File: src/rtl/hrws_pkg.sv
// Shared types, widths and constants of the heart-rate window smoother.
package hrws_pkg;

    localparam int TIME_BITS  = 32;
    localparam int COUNT_BITS = 10;
    localparam int SUM_BITS   = 18;
    localparam int RATE_BITS  = 16;   // Q8.8 smoothed rate
    localparam int BPM_BITS   = 8;
    localparam int ALPHA_BITS = 9;
    localparam int BEATS_BITS = 10;

    localparam int SUM_MAX    = (1 << SUM_BITS) - 1;
    localparam int COUNT_MAX  = (1 << COUNT_BITS) - 1;
    localparam int MS_PER_MIN = 60000;
    localparam int Q8_ONE     = 256;

    // shared divider: dividend is 60000 or the window sum in Q.8, divisor the interval or count
    localparam int DIV_NW = SUM_BITS + 8;
    localparam int DIV_DW = (TIME_BITS > COUNT_BITS) ? TIME_BITS : COUNT_BITS;
    localparam int DIV_CW = $clog2(DIV_NW + 1);

    // shared multiplier; only the low ACC_BITS of the EMA sum reach the result
    localparam int ACC_BITS = 24;
    localparam int MUL_AW   = (TIME_BITS > ACC_BITS) ? TIME_BITS : ACC_BITS;
    localparam int MUL_BW   = ALPHA_BITS;
    localparam int MUL_PW   = MUL_AW + MUL_BW;

    localparam int PADDR_BITS = 4;
    localparam int PDATA_BITS = 32;

    localparam logic [1:0] KIND_BEAT   = 2'd0;
    localparam logic [1:0] KIND_REPORT = 2'd1;
    localparam logic [1:0] KIND_CLEAR  = 2'd2;

    localparam logic [1:0] REG_ALPHA = 2'd0;
    localparam logic [1:0] REG_MIN   = 2'd1;
    localparam logic [1:0] REG_MAX   = 2'd2;

    typedef struct packed {
        logic [1:0]  kind;
        logic [31:0] time_ms;
    } t_in;

    typedef struct packed {
        logic [BPM_BITS-1:0]   rate_bpm;
        logic [BEATS_BITS-1:0] window_beats;
        logic                  window_used;
    } t_out;

    typedef struct packed {
        logic [ALPHA_BITS-1:0] alpha_q8;
        logic [BPM_BITS-1:0]   min_bpm;
        logic [BPM_BITS-1:0]   max_bpm;
    } t_cfg;

    typedef struct packed {
        logic              start;
        logic [DIV_NW-1:0] dividend;
        logic [DIV_DW-1:0] divisor;
    } t_div_req;

    typedef struct packed {
        logic              done;
        logic [DIV_NW-1:0] quot;
    } t_div_rsp;

endpackage

File: src/rtl/hrws_div.sv
// Restoring divider, one quotient bit per cycle.
module hrws_div (
    input  logic               i_clk,
    input  logic               i_rst_n,
    input  hrws_pkg::t_div_req i_req,
    output hrws_pkg::t_div_rsp o_rsp
);

    logic [hrws_pkg::DIV_DW-1:0] r_rem;
    logic [hrws_pkg::DIV_DW-1:0] r_dsr;
    logic [hrws_pkg::DIV_NW-1:0] r_quot;
    logic [hrws_pkg::DIV_CW-1:0] r_cnt;
    logic                        r_busy;
    logic                        r_done;

    logic [hrws_pkg::DIV_DW:0]   rem_sh;
    logic [hrws_pkg::DIV_DW+1:0] diff;
    logic                        q_bit;

    always_comb begin
        rem_sh = {r_rem, r_quot[hrws_pkg::DIV_NW-1]};
        diff   = {1'b0, rem_sh} - {2'b00, r_dsr};
        q_bit  = ~diff[hrws_pkg::DIV_DW+1];
    end

    always_ff @(posedge i_clk) begin
        if (!i_rst_n) begin
            r_busy <= 1'b0;
            r_done <= 1'b0;
            r_cnt  <= '0;
        end else begin
            r_done <= 1'b0;
            if (i_req.start) begin
                r_busy <= 1'b1;
                r_cnt  <= hrws_pkg::DIV_CW'(hrws_pkg::DIV_NW);
            end else if (r_busy) begin
                r_cnt <= r_cnt - 1'b1;
                if (r_cnt == hrws_pkg::DIV_CW'(1)) begin
                    r_busy <= 1'b0;
                    r_done <= 1'b1;
                end
            end
        end
    end

    always_ff @(posedge i_clk) begin
        if (i_req.start) begin
            r_rem  <= '0;
            r_dsr  <= i_req.divisor;
            r_quot <= i_req.dividend;
        end else if (r_busy) begin
            r_rem  <= q_bit ? diff[hrws_pkg::DIV_DW-1:0] : rem_sh[hrws_pkg::DIV_DW-1:0];
            r_quot <= {r_quot[hrws_pkg::DIV_NW-2:0], q_bit};
        end
    end

    assign o_rsp.done = r_done;
    assign o_rsp.quot = r_quot;

endmodule

File: src/rtl/hrws_apb_regs.sv
// APB configuration registers: alpha, minimum and maximum rate.
module hrws_apb_regs (
    input  logic                            i_clk,
    input  logic                            i_rst_n,
    input  logic                            psel,
    input  logic                            penable,
    input  logic                            pwrite,
    input  logic [hrws_pkg::PADDR_BITS-1:0] paddr,
    input  logic [hrws_pkg::PDATA_BITS-1:0] pwdata,
    output logic [hrws_pkg::PDATA_BITS-1:0] prdata,
    output logic                            pready,
    output hrws_pkg::t_cfg                  o_cfg
);

    hrws_pkg::t_cfg r_cfg;
    logic           wr_en;
    logic [1:0]     reg_idx;

    assign pready  = 1'b1;
    assign reg_idx = paddr[3:2];
    assign wr_en   = psel & penable & pwrite & pready;

    always_ff @(posedge i_clk) begin
        if (!i_rst_n) begin
            r_cfg.alpha_q8 <= hrws_pkg::ALPHA_BITS'(77);
            r_cfg.min_bpm  <= hrws_pkg::BPM_BITS'(20);
            r_cfg.max_bpm  <= hrws_pkg::BPM_BITS'(255);
        end else if (wr_en) begin
            unique case (reg_idx)
                hrws_pkg::REG_ALPHA: r_cfg.alpha_q8 <= pwdata[hrws_pkg::ALPHA_BITS-1:0];
                hrws_pkg::REG_MIN:   r_cfg.min_bpm  <= pwdata[hrws_pkg::BPM_BITS-1:0];
                hrws_pkg::REG_MAX:   r_cfg.max_bpm  <= pwdata[hrws_pkg::BPM_BITS-1:0];
                default: ;
            endcase
        end
    end

    always_comb begin
        unique case (reg_idx)
            hrws_pkg::REG_ALPHA: prdata = hrws_pkg::PDATA_BITS'(r_cfg.alpha_q8);
            hrws_pkg::REG_MIN:   prdata = hrws_pkg::PDATA_BITS'(r_cfg.min_bpm);
            hrws_pkg::REG_MAX:   prdata = hrws_pkg::PDATA_BITS'(r_cfg.max_bpm);
            default:             prdata = '0;
        endcase
    end

    assign o_cfg = r_cfg;

endmodule

File: src/rtl/heart_rate_window_smoother.sv
// Top level of the heart-rate window smoother: sequencer, state and shared multiplier.
//
// Input channel (i_in_valid / o_in_ready / i_in_data) carries one beat per
// item: a beat event with its ms timestamp, a report tick or a clear.
// Output channel (o_out_valid / i_out_ready / o_out_data) carries one beat
// per report tick: smoothed rate, beats in the closed window, window used.
// Configuration: APB registers alpha_q8 (0x0), min_bpm (0x4), max_bpm (0x8).
//
// One item at a time. A beat event whose interval passes the range check
// uses the shared 32x9 multiplier for the low and high checks, then the
// shared restoring divider for 60000/interval, updates the window as the
// divider finishes and goes back to idle; a beat that fails the check
// returns to idle straight after the high check. A report tick with beats
// has the divider form the Q8.8 window mean and the multiplier the two EMA
// products (skipped when it seeds the average), then goes to the output state.
// An empty window reports straight away; clear and the unused kind stay in idle.
// A finished result sits in the output register; the block goes on taking
// items while it waits. Only a second report stalls behind an untaken one.
// Reset (synchronous, active low) empties the window, zeroes the average,
// held rate and last timestamp, and loads the register defaults.
module heart_rate_window_smoother (
    input  logic                            i_clk,
    input  logic                            i_rst_n,
    input  logic                            i_in_valid,
    output logic                            o_in_ready,
    input  hrws_pkg::t_in                   i_in_data,
    output logic                            o_out_valid,
    input  logic                            i_out_ready,
    output hrws_pkg::t_out                  o_out_data,
    input  logic                            psel,
    input  logic                            penable,
    input  logic                            pwrite,
    input  logic [hrws_pkg::PADDR_BITS-1:0] paddr,
    input  logic [hrws_pkg::PDATA_BITS-1:0] pwdata,
    output logic [hrws_pkg::PDATA_BITS-1:0] prdata,
    output logic                            pready
);

    // sequencer states
    localparam logic [2:0] S_IDLE = 3'd0;  // waiting for an item
    localparam logic [2:0] S_LO   = 3'd1;  // min_bpm * interval < 60000 ?
    localparam logic [2:0] S_HI   = 3'd2;  // max_bpm * interval > 60000 ?
    localparam logic [2:0] S_BDIV = 3'd3;  // 60000 / interval
    localparam logic [2:0] S_RDIV = 3'd4;  // window mean
    localparam logic [2:0] S_M1   = 3'd5;  // mean * alpha
    localparam logic [2:0] S_M2   = 3'd6;  // + old * (1 - alpha)
    localparam logic [2:0] S_OUT  = 3'd7;  // hand result to output register

    hrws_pkg::t_cfg     cfg;
    hrws_pkg::t_div_req div_req;
    hrws_pkg::t_div_rsp div_rsp;

    logic [2:0]                      r_state;
    logic [2:0]                      n_state;
    logic [hrws_pkg::TIME_BITS-1:0]  r_last;
    logic [hrws_pkg::TIME_BITS-1:0]  r_delta;
    logic [hrws_pkg::SUM_BITS-1:0]   r_sum;
    logic [hrws_pkg::COUNT_BITS-1:0] r_count;
    logic [hrws_pkg::RATE_BITS-1:0]  r_smooth;
    logic [hrws_pkg::BPM_BITS-1:0]   r_held;
    logic                            r_lo_ok;
    logic [hrws_pkg::ACC_BITS-1:0]   r_mean;
    logic [hrws_pkg::ACC_BITS-1:0]   r_acc;
    hrws_pkg::t_out                  r_res;
    hrws_pkg::t_out                  r_out_data;
    logic                            r_out_valid;

    logic                            in_fire;
    logic                            out_free;
    logic [hrws_pkg::TIME_BITS-1:0]  now_t;
    logic [hrws_pkg::ALPHA_BITS-1:0] alpha_sat;
    logic [hrws_pkg::ALPHA_BITS-1:0] alpha_inv;
    logic [hrws_pkg::MUL_AW-1:0]     mul_a;
    logic [hrws_pkg::MUL_BW-1:0]     mul_b;
    logic [hrws_pkg::MUL_PW-1:0]     mul_p;
    logic [hrws_pkg::ACC_BITS-1:0]   acc_sum;
    logic [hrws_pkg::DIV_NW:0]       sum_try;
    logic                            beat_fits;

    hrws_apb_regs u_regs (
        .i_clk   (i_clk),
        .i_rst_n (i_rst_n),
        .psel    (psel),
        .penable (penable),
        .pwrite  (pwrite),
        .paddr   (paddr),
        .pwdata  (pwdata),
        .prdata  (prdata),
        .pready  (pready),
        .o_cfg   (cfg)
    );

    hrws_div u_div (
        .i_clk   (i_clk),
        .i_rst_n (i_rst_n),
        .i_req   (div_req),
        .o_rsp   (div_rsp)
    );

    assign o_in_ready = (r_state == S_IDLE);
    assign in_fire    = i_in_valid & o_in_ready;
    assign out_free   = ~r_out_valid | i_out_ready;
    assign now_t      = i_in_data.time_ms[hrws_pkg::TIME_BITS-1:0];

    // alpha above one acts as one
    assign alpha_sat = (cfg.alpha_q8 > hrws_pkg::ALPHA_BITS'(hrws_pkg::Q8_ONE)) ?
                       hrws_pkg::ALPHA_BITS'(hrws_pkg::Q8_ONE) : cfg.alpha_q8;
    assign alpha_inv = hrws_pkg::ALPHA_BITS'(hrws_pkg::Q8_ONE) - alpha_sat;

    // the one shared multiplier; operands picked by the sequencer
    always_comb begin
        unique case (r_state)
            S_LO: begin
                mul_a = hrws_pkg::MUL_AW'(r_delta);
                mul_b = hrws_pkg::MUL_BW'(cfg.min_bpm);
            end
            S_HI: begin
                mul_a = hrws_pkg::MUL_AW'(r_delta);
                mul_b = hrws_pkg::MUL_BW'(cfg.max_bpm);
            end
            S_M1: begin
                mul_a = hrws_pkg::MUL_AW'(r_mean);
                mul_b = alpha_sat;
            end
            default: begin
                mul_a = hrws_pkg::MUL_AW'(r_smooth);
                mul_b = alpha_inv;
            end
        endcase
        mul_p = hrws_pkg::MUL_PW'(mul_a) * hrws_pkg::MUL_PW'(mul_b);
    end

    // EMA sum kept modulo 2^24: bits above never reach the 16-bit result
    assign acc_sum = r_acc + mul_p[hrws_pkg::ACC_BITS-1:0];

    // window overflow check for the beat value just divided out
    assign sum_try   = (hrws_pkg::DIV_NW+1)'(r_sum) + (hrws_pkg::DIV_NW+1)'(div_rsp.quot);
    assign beat_fits = (sum_try <= (hrws_pkg::DIV_NW+1)'(hrws_pkg::SUM_MAX)) &&
                       (r_count != hrws_pkg::COUNT_BITS'(hrws_pkg::COUNT_MAX));

    // divider launch: interval after the range check, mean on a non-empty report
    always_comb begin
        div_req.start    = 1'b0;
        div_req.dividend = hrws_pkg::DIV_NW'(hrws_pkg::MS_PER_MIN);
        div_req.divisor  = hrws_pkg::DIV_DW'(r_delta);
        if (r_state == S_HI) begin
            div_req.start = r_lo_ok &&
                            (mul_p > hrws_pkg::MUL_PW'(hrws_pkg::MS_PER_MIN));
        end else if (in_fire && (i_in_data.kind == hrws_pkg::KIND_REPORT)) begin
            div_req.start    = (r_count != '0);
            div_req.dividend = {r_sum, 8'h00};
            div_req.divisor  = hrws_pkg::DIV_DW'(r_count);
        end
    end

    always_comb begin
        n_state = r_state;
        unique case (r_state)
            S_IDLE: begin
                if (in_fire) begin
                    priority if (i_in_data.kind == hrws_pkg::KIND_BEAT) begin
                        n_state = S_LO;
                    end else if (i_in_data.kind == hrws_pkg::KIND_REPORT) begin
                        n_state = (r_count != '0) ? S_RDIV : S_OUT;
                    end else begin
                        n_state = S_IDLE;
                    end
                end
            end
            S_LO:   n_state = S_HI;
            S_HI:   n_state = div_req.start ? S_BDIV : S_IDLE;
            S_BDIV: n_state = div_rsp.done ? S_IDLE : S_BDIV;
            S_RDIV: begin
                if (div_rsp.done) begin
                    n_state = (r_smooth == '0) ? S_OUT : S_M1;
                end
            end
            S_M1:   n_state = S_M2;
            S_M2:   n_state = S_OUT;
            S_OUT:  n_state = out_free ? S_IDLE : S_OUT;
            default: n_state = S_IDLE;
        endcase
    end

    // control state
    always_ff @(posedge i_clk) begin
        if (!i_rst_n) begin
            r_state     <= S_IDLE;
            r_out_valid <= 1'b0;
            r_last      <= '0;
            r_sum       <= '0;
            r_count     <= '0;
            r_smooth    <= '0;
            r_held      <= '0;
        end else begin
            r_state <= n_state;

            if ((r_state == S_OUT) && out_free) begin
                r_out_valid <= 1'b1;
            end else if (i_out_ready) begin
                r_out_valid <= 1'b0;
            end

            unique case (r_state)
                S_IDLE: begin
                    if (in_fire) begin
                        if (i_in_data.kind == hrws_pkg::KIND_BEAT) begin
                            r_last <= now_t;   // timestamp taken whether valid or not
                        end else if (i_in_data.kind == hrws_pkg::KIND_REPORT) begin
                            r_sum   <= '0;     // divider has latched sum and count
                            r_count <= '0;
                        end else if (i_in_data.kind == hrws_pkg::KIND_CLEAR) begin
                            r_sum    <= '0;
                            r_count  <= '0;
                            r_smooth <= '0;
                        end
                    end
                end
                S_BDIV: begin
                    if (div_rsp.done && beat_fits) begin
                        r_sum   <= sum_try[hrws_pkg::SUM_BITS-1:0];
                        r_count <= r_count + 1'b1;
                    end
                end
                S_RDIV: begin
                    // a zero average (after reset or clear) is seeded from the window mean
                    if (div_rsp.done && (r_smooth == '0)) begin
                        r_smooth <= div_rsp.quot[hrws_pkg::RATE_BITS-1:0];
                        r_held   <= div_rsp.quot[hrws_pkg::RATE_BITS-1:8];
                    end
                end
                S_M2: begin
                    r_smooth <= acc_sum[hrws_pkg::ACC_BITS-1:8];
                    r_held   <= acc_sum[hrws_pkg::ACC_BITS-1:16];
                end
                default: ;
            endcase
        end
    end

    // datapath registers
    always_ff @(posedge i_clk) begin
        unique case (r_state)
            S_IDLE: begin
                if (in_fire) begin
                    r_delta                <= now_t - r_last;
                    r_res.window_beats     <= hrws_pkg::BEATS_BITS'(r_count);
                    r_res.window_used      <= (r_count != '0);
                    // empty window: report the average as it stands, or the held rate when it is zero
                    r_res.rate_bpm         <= (r_smooth != '0) ? r_smooth[15:8] : r_held;
                end
            end
            S_LO: begin
                r_lo_ok <= (mul_p < hrws_pkg::MUL_PW'(hrws_pkg::MS_PER_MIN));
            end
            S_RDIV: begin
                if (div_rsp.done) begin
                    r_mean         <= div_rsp.quot[hrws_pkg::ACC_BITS-1:0];
                    r_res.rate_bpm <= div_rsp.quot[hrws_pkg::RATE_BITS-1:8];
                end
            end
            S_M1: begin
                r_acc <= mul_p[hrws_pkg::ACC_BITS-1:0];
            end
            S_M2: begin
                r_res.rate_bpm <= acc_sum[hrws_pkg::ACC_BITS-1:16];
            end
            S_OUT: begin
                if (out_free) begin
                    r_out_data <= r_res;
                end
            end
            default: ;
        endcase
    end

    assign o_out_valid = r_out_valid;
    assign o_out_data  = r_out_data;

endmodule

File: config.mk
export PLATFORM = sky130hd
export DESIGN_NAME = heart_rate_window_smoother
export DESIGN_NICKNAME = d
export VERILOG_FILES = /design/src/rtl/hrws_pkg.sv /design/src/rtl/hrws_div.sv /design/src/rtl/hrws_apb_regs.sv /design/src/rtl/heart_rate_window_smoother.sv
export SDC_FILE = /design/constraint.sdc
export NUM_CORES = 1
export LEC_CHECK = 0
export ABC_AREA = 0
export BUFFER_PORTS_ARGS = -buffer_cell sky130_fd_sc_hd__buf_2
export CORE_MARGIN = 2
export CORE_UTILIZATION = 35
export CTS_CLUSTER_DIAMETER = 200
export CTS_CLUSTER_SIZE = 20
export DETAILED_ROUTE_END_ITERATION = 10
export GPL_ROUTABILITY_DRIVEN = 0
export GPL_TIMING_DRIVEN = 0
export PLACE_DENSITY_LB_ADDON = 0.3
export SLEW_MARGIN = 20
export SYNTH_ARGS = -nofsm -noshare
export SYNTH_HDL_FRONTEND = slang
export SYNTH_SLANG_ARGS = --single-unit
File: constraint.sdc
create_clock -name i_clk -period 12.6 [get_ports i_clk]
set_clock_uncertainty 0.1 [all_clocks]
set_input_delay 1.89 -clock i_clk [delete_from_list [all_inputs] [get_ports i_clk]]
set_output_delay 1.89 -clock i_clk [all_outputs]
set_load 0.02 [all_outputs]
After elaboration in Yosys (flattened, before gate mapping)
Index checks and enable logic that the tools add are counted.

Input bits: 77. Register bits after elaboration: 329. Word-level logic and storage cells: 152.

Eq/ne operators: 21. Bitwise operators: 8. Add/sub/neg operators: 7. $mul: 1. Order comparisons: 4. Multiplexer cells: 52. Reduce and logical (&&, ||, !) cells: 32.

Operator list (count): 18-bit two-way mux (5); 16-bit two-way mux (5); 32-bit one-hot mux with 2 select lines (1); 59-bit two-way mux (1); 58-bit two-way mux (1); 9-bit one-hot mux with 3 select lines (2); 26-bit two-way mux (2); 10-bit two-way mux (5); 16-bit one-hot mux with 3 select lines (1); 41-bit by 16-bit greater-than comparator with 1-bit output, second input constant (1); 41-bit by 16-bit < comparator with 1-bit output, second input constant (1); 32-bit by 9-bit multiplier with 41-bit output (1); 18-bit one-hot mux with 2 select lines (1); 33-bit by 32-bit subtractor with 34-bit output (1); 32-bit two-way mux (1); 32-bit subtractor (1); 18-bit by 26-bit adder with 27-bit output (1); 27-bit by 18-bit less-or-equal comparator with 1-bit output, second input constant (1); 24-bit adder (1); 8-bit two-way mux (3); 3-bit one-hot mux with 8 select lines (1); 8-bit one-hot mux with 3 select lines (1); 10-bit one-hot mux with 2 select lines (1); 19-bit two-way mux (1); other kinds (37) (85).

Longest topological paths before layout
Word-level depth: 10. Depth in mapped cells: 36.

Hierarchy
A second synthesis with hierarchy kept.

Cell total of the unflattened synthesis: 3184. Area, all modules: 28449.8 um^2.

Modules (own cells, without submodules): heart_rate_window_smoother (area each 21592.0 um^2, seq. area each 5335.1 um^2, cells an instance 2490, times used 1); hrws_div (area each 5466.5 um^2, seq. area each 2522.4 um^2, cells an instance 531, times used 1); hrws_apb_regs (area each 1391.3 um^2, seq. area each 500.5 um^2, cells an instance 163, times used 1).

Least setup slack after synthesis
Ideal clock, no wire load.

Path type: flip-flop to flip-flop. Start point: register r_state[0]. End point: register u_div.r_dsr[0] (netlist name) (enable). Path buffers: 8. Setup time: 0.473 ns. Required time: 12.027 ns. Period minus slack after synthesis: 9.293 ns. Slack: 3.307 ns. Data arrival time: 8.720 ns. Cell stages (with the launch flop): 30. Cell sequence: dfxtp_1 -> clkbuf_1 -> nor2b_1 -> clkbuf_1 -> and2_1 -> clkbuf_1 -> clkbuf_1 -> buf_1 -> a22oi_1 -> nor2_1 -> fa_1 -> fa_1 -> fa_1 -> inv_1 -> fa_1 -> inv_1 -> ha_1 -> clkbuf_1 -> a21oi_1 -> o21ai_0 -> a21o_1 -> a221oi_1 -> o211ai_1 -> a2111oi_0 -> nand4_1 -> or3_1 -> nor4_2 -> nor2_1 -> buf_2 -> clkbuf_1.

Longest elaborated chain between the ends: 7. Elaborated cells on any way between the ends: 14. Those cells by class: mul: 1; order compare: 1; eq/ne: 3; mux: 4; bitwise: 1; reduce/logical: 4.

RTL lines: start, declared (RTL line heart_rate_window_smoother.sv:53) `logic [2:0] r_state;`; start signal, assigned (RTL line heart_rate_window_smoother.sv:196) `r_state <= n_state;`; 3-bit by 2-bit equality test with 1-bit output or 3-bit by 1-bit equality test with 1-bit output (tied branches) (RTL line heart_rate_window_smoother.sv:112, heart_rate_window_smoother.sv:146); 2-bit OR reduction (no source line); 32-bit one-hot mux with 2 select lines (RTL line heart_rate_window_smoother.sv:112) `unique case (r_state)`; 32-bit by 9-bit multiplier with 41-bit output (RTL line heart_rate_window_smoother.sv:130) `mul_p = hrws_pkg::MUL_PW'(mul_a) * hrws_pkg::MUL_PW'(mul_b);`; 41-bit by 16-bit greater-than comparator with 1-bit output (RTL line heart_rate_window_smoother.sv:148) `(mul_p > hrws_pkg::MUL_PW'(hrws_pkg::MS_PER_MIN));`; 1-bit logical AND (RTL line heart_rate_window_smoother.sv:147) `div_req.start = r_lo_ok &&`; 1-bit two-way mux (*) (RTL line heart_rate_window_smoother.sv:146) `if (r_state == S_HI) begin`; end signal, assigned (RTL line hrws_div.sv:49) `r_dsr <= i_req.divisor;`; end, declared (RTL line hrws_div.sv:10) `logic [hrws_pkg::DIV_DW-1:0] r_dsr;`.

Every way passes the cells marked *; elsewhere a longest branch is shown, timed or not. A chain may end at the register's enable or synchronous reset.

Worst setup path in the final report
Start point: register r_state[1]. End point: register u_div.r_quot[0] (netlist name), data pin.

Longest elaborated chain between the ends: 8. Elaborated cells on any way between the ends: 16. Those cells by class: mul: 1; order compare: 1; eq/ne: 3; mux: 6; bitwise: 1; reduce/logical: 4.

RTL lines: 3-bit by 2-bit equality test with 1-bit output or 3-bit by 1-bit equality test with 1-bit output (tied branches) (RTL line heart_rate_window_smoother.sv:112); 2-bit OR reduction (no source line); 32-bit one-hot mux with 2 select lines (RTL line heart_rate_window_smoother.sv:112); 32-bit by 9-bit multiplier with 41-bit output (*) (RTL line heart_rate_window_smoother.sv:130); net mul_p (one bit) (RTL line heart_rate_window_smoother.sv:75) `logic [hrws_pkg::MUL_PW-1:0] mul_p;`; 41-bit by 16-bit greater-than comparator with 1-bit output (*) (RTL line heart_rate_window_smoother.sv:148); 1-bit logical AND (*) (RTL line heart_rate_window_smoother.sv:147); 1-bit two-way mux (*) (RTL line heart_rate_window_smoother.sv:146); 26-bit two-way mux (*) (RTL line hrws_div.sv:47) `if (i_req.start) begin`; end signal, assigned (RTL line hrws_div.sv:50) `r_quot <= i_req.dividend;`; end signal, assigned (RTL line hrws_div.sv:53) `r_quot <= {r_quot[hrws_pkg::DIV_NW-2:0], q_bit};`; end, declared (RTL line hrws_div.sv:11) `logic [hrws_pkg::DIV_NW-1:0] r_quot;`.

Mark *: on every way through the listed nets, which the timed path passes. The rest lies on a longest branch.

==> flow_results.org <==
** Floorplanning
- Pin placement for this block handled 131 I/O pins.
- The floorplan step defined a die boundary enclosing 82900 um2.
- The initial utilization of the core area, before any placement, comes to 35.2%.
- Height of the die :: 288 um
- The floorplan has 104 rows.
- Measured along the x axis, the die boundary spans 288 um.
- The core region is 80200 um2.

** Cells and area
- Of the cells placed in the final design, the portion with a size suffix greater than 1 is 5.84%.
- The filler cells instantiated in the layout total 8315.
- Diode count :: 0
- Final layout net count :: 3839
- Core Util, Final :: 38.3%
- From synthesis to final layout, the design area changed by 8.92%.

** Routing
- Violation count after the first detailed-route iteration :: 2040
- Detailed-router iteration count before antenna repair :: 5
- After detailed routing, the number of remaining DRC violations is 0.
- Vias post-DR :: 23.8k
- Vias per cell :: 5.35
- ANT nets after route :: 0
- Overall routed net length :: 84.1 mm
- In the final routed layout, each cell accounts on average for 18.9 um.

** Place
- Detailed Place HPWL :: 67.9 mm
- Input and output buffers added on the ports amount to 81.

** Global route
- In the global route stage, overall resource usage came out at 20.3%.
- Entering global routing, the biggest net connects 34 pins.
- The number of global-route vias before repair came to 22.8k.
- The total overflow left after global routing is 0.
- Wire length of the first global-routing pass :: 133 mm
- Initial antenna violation count :: 2

** Logic synthesis
- The synthesized netlist contains 87 unique library cells.
- The synthesized netlist occupies a cell area of 28200 um2.
- By area, the combinational part of the netlist is dominated by adder cells.
- Counting flops with a built-in enable in the synthesized netlist gives 177.
- The synthesized netlist devotes 22.7% of its cell area to adder and majority cells.
- Register area share after synthesis :: 29.6%
- The largest total area in the synthesized netlist belongs to sky130_fd_sc_hd__edfxtp_1.
- Ranked by instance count, the synthesized netlist is headed by sky130_fd_sc_hd__nand2_1 (375), sky130_fd_sc_hd__inv_1 (358), sky130_fd_sc_hd__nor2_1 (352).
- Summing the areas of all and, or, nand and nor instances in the mapped netlist gives 18.8% of the synthesized area.
- Each instance of the synthesized netlist takes up on average 8.70 um2.
- Synthesis produced a netlist whose cell count is 3243.
- Synthesized-area fraction occupied by ao, oa, aoi and oai cells :: 15.9%
- Summed over its instances, the top area cell type makes up 18.8% of the synthesized netlist area.
- sky130_fd_sc_hd__nand2_1 is the most common cell in the netlist.
- Cell types occupying the most area after synthesis :: sky130_fd_sc_hd__edfxtp_1 (19%), sky130_fd_sc_hd__fa_1 (15%), sky130_fd_sc_hd__dfxtp_1 (11%)
- Synth warnings :: 0
- Top flip-flop cell by instance count after synthesis :: sky130_fd_sc_hd__edfxtp_1
- Flip-flop and latch count after synthesis :: 329
- Mux share of post-synthesis cell area :: 1.79%
- Share of the synthesized netlist area taken by xor and xnor gates :: 3.51%
- Of all flip-flops after synthesis, the portion carrying an async set or reset was 0%.

** Timing
- Period minus WS final :: 11290 ps
- Setup repair after global routing left no endpoint under its margin.
- Final total negative setup slack :: 0 ps
- The count of endpoints failing hold in the final timing report came to 0.
- For the pin with the worst max-slew slack, the measured transition is 1220 ps.
- Final Cycle Share :: 89.6%
- The max-slew violation count came to 0.
- Setup violations remaining at the end of the flow were counted as 0.
- Based on the critical path, the design can be clocked at up to 88.6 MHz.
- Max transition margin :: 19.0%

** Clock tree
- Number of resized instances in the post-cts repair step :: 0
- Max Buffers Root-to-Sink :: 3
- Number of buffers inserted by hold repair at cts :: 0
- Counting the buffers created by CTS gives 20.
- Buffers inserted by post-CTS timing repair :: 0
- The later pin in the worst-skew pair is clocked with a latency of 550 ps.
- After clock tree synthesis, the clock-pin slew on the worst setup and hold paths is 90 ps.
- TritonCTS built the clock tree.
- Clock sink count :: 329
- In this run the number of H-tree levels came out at 1.
- CTS placed an instance of sky130_fd_sc_hd__clkbuf_16 at the clock tree root.

** Setup path
- Max FO, Critical Path :: 22
- STA classifies the critical path endpoint as a flop.
- STA classifies the critical path startpoint as a flop.
- Data required, critical path :: 12900 ps
- Slowest cell on the critical path :: sky130_fd_sc_hd__nor4_2
- In this design, the stage delay of the slowest critical-path cell is 930 ps.
- Crit Path Category :: reg -> reg
- Crit path DAT :: 11580 ps

** Flow run
- Across the run, the number of max-cap violations was 0.

** Run status
- The flow ran to the end, and the final reports show no timing, DRC or antenna violations.

** Min path
- The min-delay analysis places its worst path in the category reg -> reg.
state kept, by name (all words and copies together), names as in the netlist:
signal        flops
o_out_data       19
o_out_valid       1
r_acc            24
r_count          10
r_delta          32
r_held            8
r_last           32
r_lo_ok           1
r_mean           24
r_res            19
r_smooth         16
r_state           3
r_sum            18
u_div.r_busy      1
u_div.r_cnt       5
u_div.r_done      1
u_div.r_dsr      32
u_div.r_quot     26
u_div.r_rem      32
u_regs.o_cfg     25
critical path, delay by kind of cell (launching register included):
| kind | cells | cell delay [ps] |
|---|---|---|
| simple gates | 7 | 2390 |
| buf+inv | 9 | 2600 |
| compound gates | 8 | 3280 |
| fa+ha+maj | 5 | 2150 |
| xor+xnor | 1 | 250 |
| flops | 1 | 370 |
final cells by class:
class | instances | area (um2) | area share, %
Buffer | 158 | 821 | 2.67
Clock buffer | 35 | 578 | 1.88
Clock inverter | 1 | 16.3 | 0.0529
Inverter | 360 | 1350 | 4.40
Multi-Input combinational cell | 2426 | 17800 | 58.0
Sequential cell | 329 | 8360 | 27.2
Tap cell | 1060 | 1330 | 4.32
Timing Repair Buffer | 84 | 460 | 1.50
through the flow:
stage	hold WS (ps)	worst slack, ps	area (um2)	instances
after floorplan	300	3310	28300	3273
after global placement	304	496	30100	4414
after detailed placement	305	1390	30100	4417
after CTS	322	1320	30700	4453
after global routing	334	693	30700	4453
final	319	1310	30700	4453
final timing paths:
check / start / end / slack [ps] / cells past startpoint
setup / recovery: r_state[1]$_SDFFE_PN0P_ / u_div.r_quot[0]$_SDFFCE_PN0P_ / 1310 / 30
hold / removal: r_res[17]$_DFFE_PP_ / o_out_data[17]$_DFFE_PP_ / 320 / 0
setup reg to reg: r_state[1]$_SDFFE_PN0P_ / u_div.r_quot[0]$_SDFFCE_PN0P_ / 1310 / 30
hold reg to reg: r_res[17]$_DFFE_PP_ / o_out_data[17]$_DFFE_PP_ / 320 / 0
cells by family (layout without fill, tap and decap cells):
| group | after synthesis | in the layout |
|---|---|---|
| simple gates | 1150 | 1150 |
| compound gates | 698 | 698 |
| buf+inv | 518 | 638 |
| fa+ha+maj | 383 | 383 |
| flops | 329 | 329 |
| xor+xnor | 113 | 113 |
| mux | 50 | 50 |
| other cells | 2 | 32 |
routing by layer:
metal  part of all wire, %  GRT usage (%)  wire length (um)
met5                 0.015              0                13
met4                   3.4           5.88              2850
met3                   6.7           2.55              5640
met2                    44           32.2             37200
met1                    46           29.1             38400
cells in the final DEF (no fill, tap or decap), drive strengths merged, types with 35 or more instances in the layout:
| cell | count |
|---|---|
| nand3 | 90 |
| buf | 128 |
| fa | 214 |
| dfxtp | 152 |
| nor3 | 47 |
| ha | 169 |
| xor2 | 35 |
| clkbuf | 148 |
| inv | 358 |
| a21o | 50 |
| xnor2 | 78 |
| nor2 | 352 |
| a21oi | 197 |
| and2 | 47 |
| edfxtp | 177 |
| nand2b | 69 |
| a211oi | 41 |
| nand2 | 375 |
| o21ai | 140 |
| mux2i | 46 |
Power is not shown: default switching activity piles up to over one toggle a cycle in this logic, so the estimate is an artifact.
